### src/hdl/tdpt_pkg.sv
`timescale 1ns / 1ps
`default_nettype none

package tdpt_pkg;

  // sequencer states
  typedef enum logic [3:0] {
    ST_IDLE  = 4'b0001,
    ST_DIV   = 4'b0010,
    ST_CHECK = 4'b0100,
    ST_FIN   = 4'b1000
  } state_t;

  // first odd trial divisor
  localparam int FIRST_DIVISOR = 3;

endpackage

`default_nettype wire

### src/hdl/trial_division_prime_test_core.sv
// channel  ports                                        direction
// in       in_valid, in_ready, in_number,               request in
//          in_float_tagged
// out      out_valid, out_ready, out_prime_flag         request out
//
// one request at a time; in_ready is high only while the sequencer is idle.
// tagged, negative, 0, 1, 2 and even values skip the divider and go straight to ST_FIN.
// odd values run a restoring divider for each trial divisor, one bit per cycle in
// ST_DIV, followed by a check in ST_CHECK.
// the next request is taken while the result waits in the output register.
// rst_n is synchronous, active low, and clears only control state.
`timescale 1ns / 1ps
`default_nettype none

module trial_division_prime_test_core
  import tdpt_pkg::*;
#(
  parameter int DATA_WIDTH = 32
) (
  input  wire                         clk,
  input  wire                         rst_n,
  input  wire                         in_valid,
  output logic                        in_ready,
  input  wire signed [DATA_WIDTH-1:0] in_number,
  input  wire                         in_float_tagged,
  output logic                        out_valid,
  input  wire                         out_ready,
  output logic                        out_prime_flag
);

  localparam int W  = DATA_WIDTH;
  localparam int CW = $clog2(W + 1);

  state_t          state_r, state_nxt;
  logic [W-1:0]    val_r, val_nxt;
  logic [W-1:0]    div_r, div_nxt;
  logic [W-1:0]    acc_r, acc_nxt;
  logic [W-1:0]    quo_r, quo_nxt;
  logic [CW-1:0]   cnt_r, cnt_nxt;
  logic            flag_r, flag_nxt;
  logic            out_valid_r, out_valid_nxt;
  logic            out_flag_r, out_flag_nxt;

  logic [W-1:0]    in_val;
  logic            in_early;
  logic            in_early_flag;
  logic [W:0]      shifted;
  logic [W:0]      diff;
  logic            accept;

  assign in_val   = $unsigned(in_number);
  assign in_ready = (state_r == ST_IDLE);
  assign accept   = in_valid && in_ready;

  // cases decided without division
  assign in_early = in_float_tagged || in_val[W-1] ||
                    (in_val <= W'(1)) || (in_val == W'(2)) || !in_val[0];
  assign in_early_flag = !in_float_tagged && (in_val == W'(2));

  // shared restoring divider step
  assign shifted = {acc_r, quo_r[W-1]};
  assign diff    = shifted - {1'b0, div_r};

  always_comb begin
    state_nxt     = state_r;
    val_nxt       = val_r;
    div_nxt       = div_r;
    acc_nxt       = acc_r;
    quo_nxt       = quo_r;
    cnt_nxt       = cnt_r;
    flag_nxt      = flag_r;
    out_valid_nxt = out_valid_r;
    out_flag_nxt  = out_flag_r;

    if (out_valid_r && out_ready) begin
      out_valid_nxt = 1'b0;
    end

    unique case (state_r)
      ST_IDLE: begin
        if (accept) begin
          val_nxt = in_val;
          if (in_early) begin
            flag_nxt  = in_early_flag;
            state_nxt = ST_FIN;
          end else begin
            div_nxt   = W'(FIRST_DIVISOR);
            acc_nxt   = '0;
            quo_nxt   = in_val;
            cnt_nxt   = CW'(W);
            state_nxt = ST_DIV;
          end
        end
      end
      ST_DIV: begin
        if (!diff[W]) begin
          acc_nxt = diff[W-1:0];
          quo_nxt = {quo_r[W-2:0], 1'b1};
        end else begin
          acc_nxt = shifted[W-1:0];
          quo_nxt = {quo_r[W-2:0], 1'b0};
        end
        cnt_nxt = cnt_r - CW'(1);
        if (cnt_r == CW'(1)) begin
          state_nxt = ST_CHECK;
        end
      end
      ST_CHECK: begin
        // loop bound d <= v / d, then the remainder
        if (div_r > quo_r) begin
          flag_nxt  = 1'b1;
          state_nxt = ST_FIN;
        end else if (acc_r == '0) begin
          flag_nxt  = 1'b0;
          state_nxt = ST_FIN;
        end else begin
          div_nxt   = div_r + W'(1);
          acc_nxt   = '0;
          quo_nxt   = val_r;
          cnt_nxt   = CW'(W);
          state_nxt = ST_DIV;
        end
      end
      ST_FIN: begin
        if (!out_valid_r || out_ready) begin
          out_valid_nxt = 1'b1;
          out_flag_nxt  = flag_r;
          state_nxt     = ST_IDLE;
        end
      end
      default: begin
        state_nxt = ST_IDLE;
      end
    endcase
  end

  always_ff @(posedge clk) begin
    if (!rst_n) begin
      state_r     <= ST_IDLE;
      out_valid_r <= 1'b0;
    end else begin
      state_r     <= state_nxt;
      out_valid_r <= out_valid_nxt;
    end
    val_r      <= val_nxt;
    div_r      <= div_nxt;
    acc_r      <= acc_nxt;
    quo_r      <= quo_nxt;
    cnt_r      <= cnt_nxt;
    flag_r     <= flag_nxt;
    out_flag_r <= out_flag_nxt;
  end

  assign out_valid      = out_valid_r;
  assign out_prime_flag = out_flag_r;

  a_tagged_gives_zero: assert property (@(posedge clk) disable iff (!rst_n)
    accept && in_float_tagged |=> (state_r == ST_FIN) && !flag_r)
    else $error("tagged operand did not finish with flag 0");

  a_two_is_prime: assert property (@(posedge clk) disable iff (!rst_n)
    accept && !in_float_tagged && (in_val == W'(2)) |=> (state_r == ST_FIN) && flag_r)
    else $error("value 2 not reported prime");

  a_divisor_floor: assert property (@(posedge clk) disable iff (!rst_n)
    (state_r == ST_DIV) || (state_r == ST_CHECK) |-> div_r >= W'(FIRST_DIVISOR))
    else $error("trial divisor below first divisor");

  a_remainder_range: assert property (@(posedge clk) disable iff (!rst_n)
    (state_r == ST_CHECK) |-> acc_r < div_r)
    else $error("remainder not below divisor");

endmodule

`default_nettype wire

### config.mk
export PLATFORM = sky130hd
export DESIGN_NAME = trial_division_prime_test_core
export DESIGN_NICKNAME = d
export VERILOG_FILES = /design/src/hdl/tdpt_pkg.sv /design/src/hdl/trial_division_prime_test_core.sv
export SDC_FILE = /design/constraint.sdc
export NUM_CORES = 1
export LEC_CHECK = 0
export BUFFER_PORTS_ARGS = -buffer_cell sky130_fd_sc_hd__buf_2
export CORE_MARGIN = 3
export CORE_UTILIZATION = 37
export DETAILED_ROUTE_END_ITERATION = 10
export PLACE_DENSITY = 0.52
export SYNTH_ARGS = -nofsm -noshare
export SYNTH_HDL_FRONTEND = slang
export SYNTH_SLANG_ARGS = --single-unit
### constraint.sdc
create_clock -name clk -period 12.12 [get_ports clk]
set_input_delay 1.212 -clock clk [delete_from_list [all_inputs] [get_ports clk]]
set_output_delay 1.212 -clock clk [all_outputs]
set_load 0.005 [all_outputs]
* Word level (Yosys, flattened, before mapping)
Index checks and enable logic that the tools add are counted.
Word-level totals: flip-flop bits (word level) 141, input bits 37, output and inout bits 3, logic and storage cells 85
Operators by class: $add $sub $neg 3, $lt $le $gt $ge 2, eq/ne operators 14, muxes and demuxes 37, reductions and logical operators 20
Operators with widths (count):
- 32-bit two-way mux | 13
- 32-bit one-hot mux with 3 select lines | 2
- 32-bit one-hot mux with 2 select lines | 1
- 33-bit by 32-bit subtractor with 33-bit output | 1
- 32-bit by 1-bit adder with 32-bit output, second input constant | 1
- 32-bit by 2-bit == test with 1-bit output, second input constant | 1
- 32-bit > comparator | 1
- 32-bit by 1-bit <= comparator with 1-bit output, second input constant | 1
- 32-bit zero test | 1
- 4-bit two-way mux | 6
- 6-bit two-way mux | 4
- 6-bit one-hot mux with 3 select lines | 1
- 4-bit one-hot mux with 4 select lines | 1
- 2-bit != test, second input constant | 5
- 5-bit AND reduction | 2
- 1-bit two-way mux | 8
- 6-bit by 1-bit == test with 1-bit output, second input constant | 1
- 6-bit by 1-bit subtractor with 6-bit output, second input constant | 1
- 1-bit logical OR | 5
- 4-bit by 1-bit == test with 1-bit output, second input constant | 1
- 4-bit by 2-bit == test with 1-bit output, second input constant | 1
- 4-bit by 3-bit == test with 1-bit output, second input constant | 1
- 4-bit == test, second input constant | 1
- 2-bit by 1-bit != test with 1-bit output, second input constant | 2
- 9 further kinds | 14

* Longest topological paths before layout
Gate-level depths: netlist of run 1.
depth after elaboration 7, mapped depth 13, gate-level depth less buffers 11

* Worst setup path after synthesis of run 1
Ideal clock, no wire load.
path type flip-flop to flip-flop, start register div_r[17], end register acc_r[0], enable pin, library setup time 0.498 ns, arrival 4.831 ns, data required time 11.622 ns, path slack 6.791 ns, cell stages (with the launch flop) 10, path buffers 0, period minus slack after synthesis 5.329 ns, path through edfxtp_1 ha_1 a21o_1 a21o_1 a21o_1 a221o_1 a21oi_1 a21o_1 a21oi_1 nor2_1
On the way: cells in the longest elaborated chain, start to end 3
RTL lines:
- start, declared | line trial_division_prime_test_core.sv:36 | logic [W-1:0] div_r, div_nxt;
- start signal, assigned | line trial_division_prime_test_core.sv:146 | div_r <= div_nxt;
- 32-bit > comparator | line trial_division_prime_test_core.sv:110 | if (div_r > quo_r) begin
- 2-bit != test (no source line)
- 5-bit AND reduction (no source line)
- end signal, assigned | line trial_division_prime_test_core.sv:147 | acc_r <= acc_nxt;
- end, declared | line trial_division_prime_test_core.sv:37 | logic [W-1:0] acc_r, acc_nxt;
Every way passes these cells. A chain may end at the register's enable or synchronous reset.

* Worst setup path after layout of run 1
start register div_r[0], end register acc_r[23] (data pin)
On the way: cells in the longest elaborated chain, start to end 3
RTL lines:
- 33-bit by 32-bit subtractor with 33-bit output | line trial_division_prime_test_core.sv:62 | assign diff = shifted - {1'b0, div_r};
- 32-bit two-way mux | line trial_division_prime_test_core.sv:96 | if (!diff[W]) begin
- 32-bit one-hot mux with 3 select lines | line trial_division_prime_test_core.sv:79 | unique case (state_r)
Every way passes these cells.

==> impl_metrics.csv, run 1 <==
group,metric,value,unit
status,outcome,"completed",
synth,ys_ff_latch,141,
timing,drv_slew,0,
synth,syn-instance-count,934,
timing,tightestPinTransition,1.05,ns
clock_tree,clk-insertion-delay-late,0.42,ns
detailed_routing,vias,7072,
layout,utilization,43.0,%
timing,rsz0062_at_grt,"no",
clock_tree,cts_tree,"built",
synth,synth_cell_types,65,
power,power_frac_comb,49.0,%
power,total_power,2.88,mW
synth,ys_seq_area_share,46.0,%
detailed_routing,wl_met1,11600,um
power,p_seq_share,32.5,%
global_route,antenna_found_initial,0,
worst_setup_path,worstSetupEndpointType,"flip-flop",
power,p_per_area,281,nW/um2
power,clkPwrFrac,18.5,%
layout,drive_above_1_share,9.26,%
clock_tree,clock_path_buffers,2,
min_path,hold_class,"reg -> reg",
detailed_routing,drt-initial-drc-count,407,
worst_setup_path,worstSetupPathType,"reg -> reg",
timing,hold_viol_final,0,
power,power.switching,1.23,mW
floorplanning,core-area,23800,um2
layout,final_cells,1302,
layout,nets,1075,
layout,num_antenna_cells,0,
placed_design,portBuffers,39,
global_route,track_usage,18.2,%
placed_design,hpwl,17500,um
detailed_routing,routed_wl,23600,um
worst_setup_path,worst-path-max-fanout,33,
worst_setup_path,crit_required,12.36,ns
detailed_routing,ant_nets,0,
detailed_routing,firstDrtPassIters,5,
floorplanning,io-pin-count,40,
global_route,grt_max_degree,59,
worst_setup_path,critPathArrivalTime,4.31,ns
floorplanning,die_w,163,um
power,cellInternalPower,1.65,mW
detailed_routing,top_layer,"met4",
timing,skew,0.0121,ns
worst_setup_path,cpPeakStageDelay,0.83,ns
power,p_leak,4.09,nW
clock_tree,root_buffer,"clkbuf_16",
timing,finalSetupViolCount,0,
job,cap_viol_max_count,0,
global_route,grt_pass1_wl,37500,um
detailed_routing,wl_per_cell,18.2,um
clock_tree,cts.sinks,141,
power,swShare,42.8,%
worst_setup_path,crit_path_top_delay_cell,"o21a_1",
min_path,hold_depth,0,
floorplanning,rows,56,
synth,syn_area_per_cell,9.73,um2
global_route,grt_pass1_vias,6759,
placed_design,place.gp.congestion,0.817,
worst_setup_path,crit_cells,10,
synth,synth_area,9090,um2
layout,nFillCells,2346,
timing,finalCritPeriodShare,33.6,%
floorplanning,fp.dieH,163,um
clock_tree,cts-hold-fix-buffers,0,
worst_setup_path,crit_chain,"ha_1, fa_1, nor2b_1, o31ai_1, a31o_1, a211oi_1, o21a_1, o21a_1, nor2_1, a211oi_1",
timing,finalSetupTns,0,ns
detailed_routing,dr_wl_met3,1010,um
synth,syn-num-nets,1039,
detailed_routing,via_per_inst,5.43,
clock_tree,h-tree-depth,4,
floorplanning,dieArea,26500,um2
clock_tree,post_cts_buffers,0,
synth,ys.flop_type,"edfxtp_1",
timing,slew_headroom,29.2,%
clock_tree,clk_pin_slew,0.06,ns
clock_tree,ctsResizeCount,0,
timing,hold_ws,0.465,ns
floorplanning,start_util,38.1,%
synth,synth_edf_count,136,
global_route,grt_overflow,0,
layout,area_delta_synth_final,12.7,%
synth,synth-async-reset-ratio,0,%
detailed_routing,route.met2.wl,10600,um
worst_setup_path,r2r_cells,10,
power,vdd_drop_max,0.171,mV
synth,yosysWarnings,0,
placed_design,dp.cells,1270,
worst_setup_path,critPathBufInv,0,
clock_tree,cts_buffers,17,
worst_setup_path,cpLargestDelayFamily,"compound AO/OA/AOI/OAI gates",
worst_setup_path,start_kind,"flip-flop",
timing,period_minus_slack,4.07,ns
timing,max_freq,0.246,GHz
detailed_routing,drcViolationCount,0,
sequential cells by signal, indices dropped and copies added, names as in the netlist:
register / cells
state_r: 4
out_valid: 1
quo_r: 32
out_prime_flag: 1
flag_r: 1
acc_r: 32
div_r: 32
cnt_r: 6
val_r: 32
cells in the mapped netlist (3+ instances only):
master | number | area share (%)
nor4_1 | 18 | 1.2
a21oi_1 | 67 | 3.7
a21o_1 | 30 | 2.5
nand4_1 | 19 | 1.3
a31oi_1 | 5 | 0.34
xnor2_1 | 43 | 4.1
o31a_1 | 3 | 0.29
xor2_1 | 10 | 0.96
or4_1 | 4 | 0.33
nand2b_1 | 5 | 0.34
ha_1 | 67 | 9.2
nor2b_1 | 7 | 0.48
o21bai_1 | 7 | 0.58
o21ai_0 | 45 | 2.5
edfxtp_1 | 136 | 45
inv_1 | 74 | 3.1
clkbuf_1 | 26 | 1.1
or3_1 | 8 | 0.55
o21a_1 | 15 | 1.2
a211oi_1 | 5 | 0.41
a2111oi_0 | 4 | 0.39
and3_1 | 8 | 0.55
nand3b_1 | 3 | 0.25
nor2_1 | 61 | 2.5
nand2_1 | 110 | 4.5
a22oi_1 | 32 | 2.6
nor3_1 | 18 | 0.99
and2_1 | 5 | 0.34
o211ai_1 | 3 | 0.25
nor4b_1 | 3 | 0.29
o22ai_1 | 7 | 0.48
dfxtp_1 | 5 | 1.1
nand3_1 | 35 | 1.9
layer usage:
layer | GRT usage, % | up-vias
met1 | 26.8 | 3335
met4 | 5.92 | 0
li1 | - | 3544
met2 | 27.3 | 165
met3 | 2.85 | 28
met5 | 0 | -
path summary, 6_finish.rpt:
path / start / endpoint / slack (ns)
max: div_r[0] / acc_r[23] / 8.05
max reg2reg: div_r[0] / acc_r[23] / 8.05
min: flag_r / out_prime_flag / 0.47
min reg2reg: flag_r / out_prime_flag / 0.47
cells by family (layout without fill, tap and decap cells):
group / Yosys count / after routing / synth area share [%]
AO/OA/AOI/OAI: 250 / 250 / 18.0
XOR/XNOR: 53 / 53 / 5.11
adder cells (fa/ha/maj): 68 / 68 / 9.45
buffers and inverters: 105 / 154 / 4.53
flip-flops: 141 / 141 / 46.0
multiplexers: 1 / 1 / 0.110
AND/OR/NAND/NOR: 316 / 316 / 16.8
cells in the final DEF, fill, tap and decap left out, types with 10 or more instances in the layout:
cell,n
edfxtp_1,136
xnor2_1,43
inv_1,74
a21oi_1,67
clkbuf_16,17
nand2_1,110
a21o_1,30
ha_1,67
o21a_1,15
a22oi_1,32
nor4_1,18
xor2_1,10
nand4_1,19
nor3_1,18
nand3_1,35
nor2_1,59
buf_2,39
o21ai_0,45
power by group through the flow:
stage	clock network, mW	logic (mW)	registers, mW
floorplan	0	1.07	0.887
global placement	0	1.41	0.943
detailed placement	0	1.40	0.945
CTS	0.544	1.41	0.937
global route	0.561	1.58	0.961
finish	0.532	1.41	0.937
stage by stage:
stage               instance area (um2)  worst slack [ns]
finish                            10200              8.05
global route                      10200              7.74
CTS                               10200              8.07
detailed placement                 9640              8.10
global placement                   9640              8.23
floorplan                          9090              6.79
cell type report:
class	count	area [um2]	share of cell area, %
clock buffer	18	429	4.19
clock inverter	14	169	1.65
inverter	74	278	2.71
multi-input combinational	688	4520	44.1
sequential	141	4180	40.9
tap	319	399	3.90
timing repair buffer	48	263	2.57
Power figures use the tool's default switching activity.
==> run 2, diff against run 1 <==
--- a/config.mk
+++ b/config.mk
@@ -5,11 +5,12 @@
 export SDC_FILE = /design/constraint.sdc
 export NUM_CORES = 1
 export LEC_CHECK = 0
+export ABC_AREA = 1
 export BUFFER_PORTS_ARGS = -buffer_cell sky130_fd_sc_hd__buf_2
 export CORE_MARGIN = 3
 export CORE_UTILIZATION = 37
 export DETAILED_ROUTE_END_ITERATION = 10
-export PLACE_DENSITY = 0.52
+export PLACE_DENSITY = 0.54
 export SYNTH_ARGS = -nofsm -noshare
 export SYNTH_HDL_FRONTEND = slang
 export SYNTH_SLANG_ARGS = --single-unit
==> constraint.sdc (replaced) <==
create_clock -name clk -period 3.7 [get_ports clk]
set_input_delay 0.37 -clock clk [delete_from_list [all_inputs] [get_ports clk]]
set_output_delay 0.37 -clock clk [all_outputs]
set_load 0.005 [all_outputs]
==> impl_metrics.csv, run 2 <==
group,metric,value,unit
power,cellInternalPower,4.66,mW
global_route,use_met3,2.27,%
placed_design,place.gp.congestion,0.874,
layout,nets,1397,
detailed_routing,firstDrtPassIters,8,
placed_design,portBuffers,39,
placed_design,hpwl,19900,um
synth,syn-instance-count,1247,
detailed_routing,drt-initial-drc-count,526,
worst_setup_path,cpPeakStageDelay,0.48,ns
power,clkPwrFrac,20.0,%
clock_tree,ctsResizeCount,0,
synth,synth-simple-area-share,29.2,%
synth,ys.flop_type,"edfxtp_1",
detailed_routing,wl_per_cell,15.8,um
min_path,worstHoldStart,"in_number[21]",
detailed_routing,routed_wl,25900,um
synth,syn_area_per_cell,7.89,um2
clock_tree,root_buffer,"clkbuf_16",
min_path,hold_class,"in -> reg",
worst_setup_path,startpoint,"div_r[0]",
power,total_power,8.38,mW
global_route,grt_use_met1,26.4,%
global_route,grt_overflow,0,
power,power_frac_comb,48.0,%
status,outcome,"completed",
synth,synthTopCellsByCount,"nand2_1, inv_1, nor2_1, edfxtp_1, a21oi_1",
clock_tree,cts_buffers,17,
worst_setup_path,critPathBufInv,0,
synth,synth-async-reset-ratio,0,%
clock_tree,clock_path_buffers,2,
clock_tree,cts.sinks,141,
floorplanning,dieArea,28600,um2
power,p_seq_share,32.0,%
synth,syn-num-nets,1352,
timing,period_minus_slack,2.97,ns
synth,synth.area.top_cells,"edfxtp_1, nand2_1, ha_1, inv_1, nor2_1",
timing,tightestPinTransition,0.638,ns
worst_setup_path,worstSetupPathType,"reg -> reg",
synth,synth-xor-area-share,1.42,%
clock_tree,h-tree-depth,4,
synth,yosysWarnings,0,
layout,final_common_cell,"nand2_1",
clock_tree,post_cts_buffers,0,
global_route,antenna_found_initial,0,
synth,synth_cell_types,44,
floorplanning,core-area,26100,um2
layout,area_delta_synth_final,11.6,%
synth,synth_compound_area_share,9.45,%
timing,drv_slew,0,
detailed_routing,ant_nets,0,
worst_setup_path,crit_chain,"ha_1, fa_1, o21ai_2, nand2_1, nand2_2, nand2_1, nand2_2, nand3b_4, nand3_2, nand2_4, nor2_1, nor2_1",
global_route,grt_pass1_wl,42100,um
job,cap_viol_max_count,0,
synth,synth_area,9840,um2
synth,synth_top_area_share,41.5,%
floorplanning,rows,59,
worst_setup_path,crit_path_top_delay_cell,"edfxtp_1",
power,swShare,44.5,%
floorplanning,io-pin-count,40,
worst_setup_path,worst-path-max-fanout,17,
timing,rsz0062_at_grt,"no",
worst_setup_path,worstSetupEndpointType,"flip-flop",
global_route,grt_util_met2,30.0,%
clock_tree,clk_pin_slew,0.06,ns
global_route,grt_pass1_vias,8051,
layout,num_antenna_cells,0,
synth,synth_top_family_by_area,"simple AND/OR/NAND/NOR gates",
timing,max_freq,0.337,GHz
power,p_leak,4.79,nW
synth,ys_ff_latch,141,
clock_tree,clk-insertion-delay-late,0.42,ns
layout,drive_above_1_share,9.73,%
timing,finalSetupTns,0,ns
global_route,track_usage,18.5,%
worst_setup_path,critPathArrivalTime,3.15,ns
power,vdd_drop_max,0.361,mV
clock_tree,cts-hold-fix-buffers,0,
synth,synth_edf_count,136,
detailed_routing,vias,8275,
floorplanning,fp.dieH,169,um
timing,finalSetupViolCount,0,
worst_setup_path,start_kind,"flip-flop",
clock_tree,cts_tree,"built",
synth,synth_top_cell_by_area,"edfxtp_1",
worst_setup_path,rr_startpoint,"div_r[0]",
timing,slew_headroom,57.1,%
power,power.switching,3.73,mW
synth,yosys-mux-area-fraction,0,%
worst_setup_path,crit_required,3.88,ns
synth,ys_seq_area_share,42.5,%
floorplanning,die_w,169,um
timing,finalCritPeriodShare,80.3,%
timing,hold_viol_final,0,
power,p_per_area,764,nW/um2
detailed_routing,via_per_inst,5.05,
floorplanning,start_util,37.6,%
global_route,grt_max_degree,50,
detailed_routing,drcViolationCount,0,
synth,synth_adder_area_share,8.72,%
worst_setup_path,cpLargestDelayFamily,"simple AND/OR/NAND/NOR gates",
layout,final_cell_mix,"nand2_1, inv_1, nor2_1",
global_route,grt_busiest_layer,"met2",
timing,skew,0.0110,ns
synth,yosysMostFrequentCell,"nand2_1",
[run 2: cell types whose count changed in the layout (fill, tap and decap cells not counted), moves of 15 or more]
cell and change:
nor2_2 +21, xnor2_1 -38, nor2_1 +102, a21o_1 -26, a22oi_1 -32, o211ai_1 +15
nand2_1 +186, nand3_1 +37, inv_1 +112
[run 2: metrics by stage]
stage,setup WS (ns),hold WS [ns],instance area (um2),utilization (%),std cells
2_1_floorplan,0.376,0.400,9840,-,1247
3_3_place_gp,0.795,0.446,10400,39.8,1608
3_5_place_dp,0.721,0.421,10400,39.8,1608
4_1_cts,0.719,0.123,11000,42.0,1640
5_1_grt,0.498,0.124,11000,42.0,1640
6_report,0.729,0.138,11000,42.0,1640
[run 2: power by group through the flow]
stage / Clock [mW] / Sequential (mW) / Combinational (mW)
final: 1.68 / 2.68 / 4.02
after global routing: 1.79 / 2.74 / 4.60
after global placement: 0 / 2.71 / 4.00
after CTS: 1.72 / 2.68 / 4.03
after floorplan: 0 / 2.64 / 3.06
after detailed placement: 0 / 2.71 / 4.00
[run 2: worst register-to-register path, cell delays in order, from the launching register on]
cell      delay [ns]
edfxtp_1        0.48
ha_1            0.27
fa_1            0.42
o21ai_2         0.24
nand2_1         0.09
nand2_2         0.10
nand2_1         0.08
nand2_2         0.12
nand3b_4        0.12
nand3_2         0.33
nand2_4         0.24
nor2_1          0.19
nor2_1          0.06
[run 2: cells by family (layout without fill, tap and decap cells)]
family,after synthesis,after routing
flip-flops,141,141
AO/OA/AOI/OAI,160,160
adder cells (fa/ha/maj),68,68
AND/OR/NAND/NOR,650,650
XOR/XNOR,16,16
buffers and inverters,212,270
[run 2: area by class of cell]
cell class	count	area, um2
Tap cell	335	419
Clock buffer	18	429
Fill cell	2688	15200
Multi-Input combinational cell	894	4820
Timing Repair Buffer	48	275
Clock inverter	14	143
Sequential cell	141	4180
Inverter	190	713
[run 2: path summary, 6_finish.rpt]
kind / endpoint / slack (ns) / cells after the start
max reg2reg: acc_r[24] / 0.73 / 12
min reg2reg: out_prime_flag / 0.44 / 0
min: val_r[21] / 0.14 / 1
max: acc_r[24] / 0.73 / 12
[run 2: layer usage]
| metal | share of wire (%) | vias to the layer above | wire length [um] |
|---|---|---|---|
| li1 | - | 4259 | - |
| met1 | 49 | 3794 | 12700 |
| met2 | 45 | 196 | 11700 |
| met3 | 4.4 | 26 | 1140 |
| met4 | 1.6 | 0 | 406 |
| met5 | 0 | - | 0 |
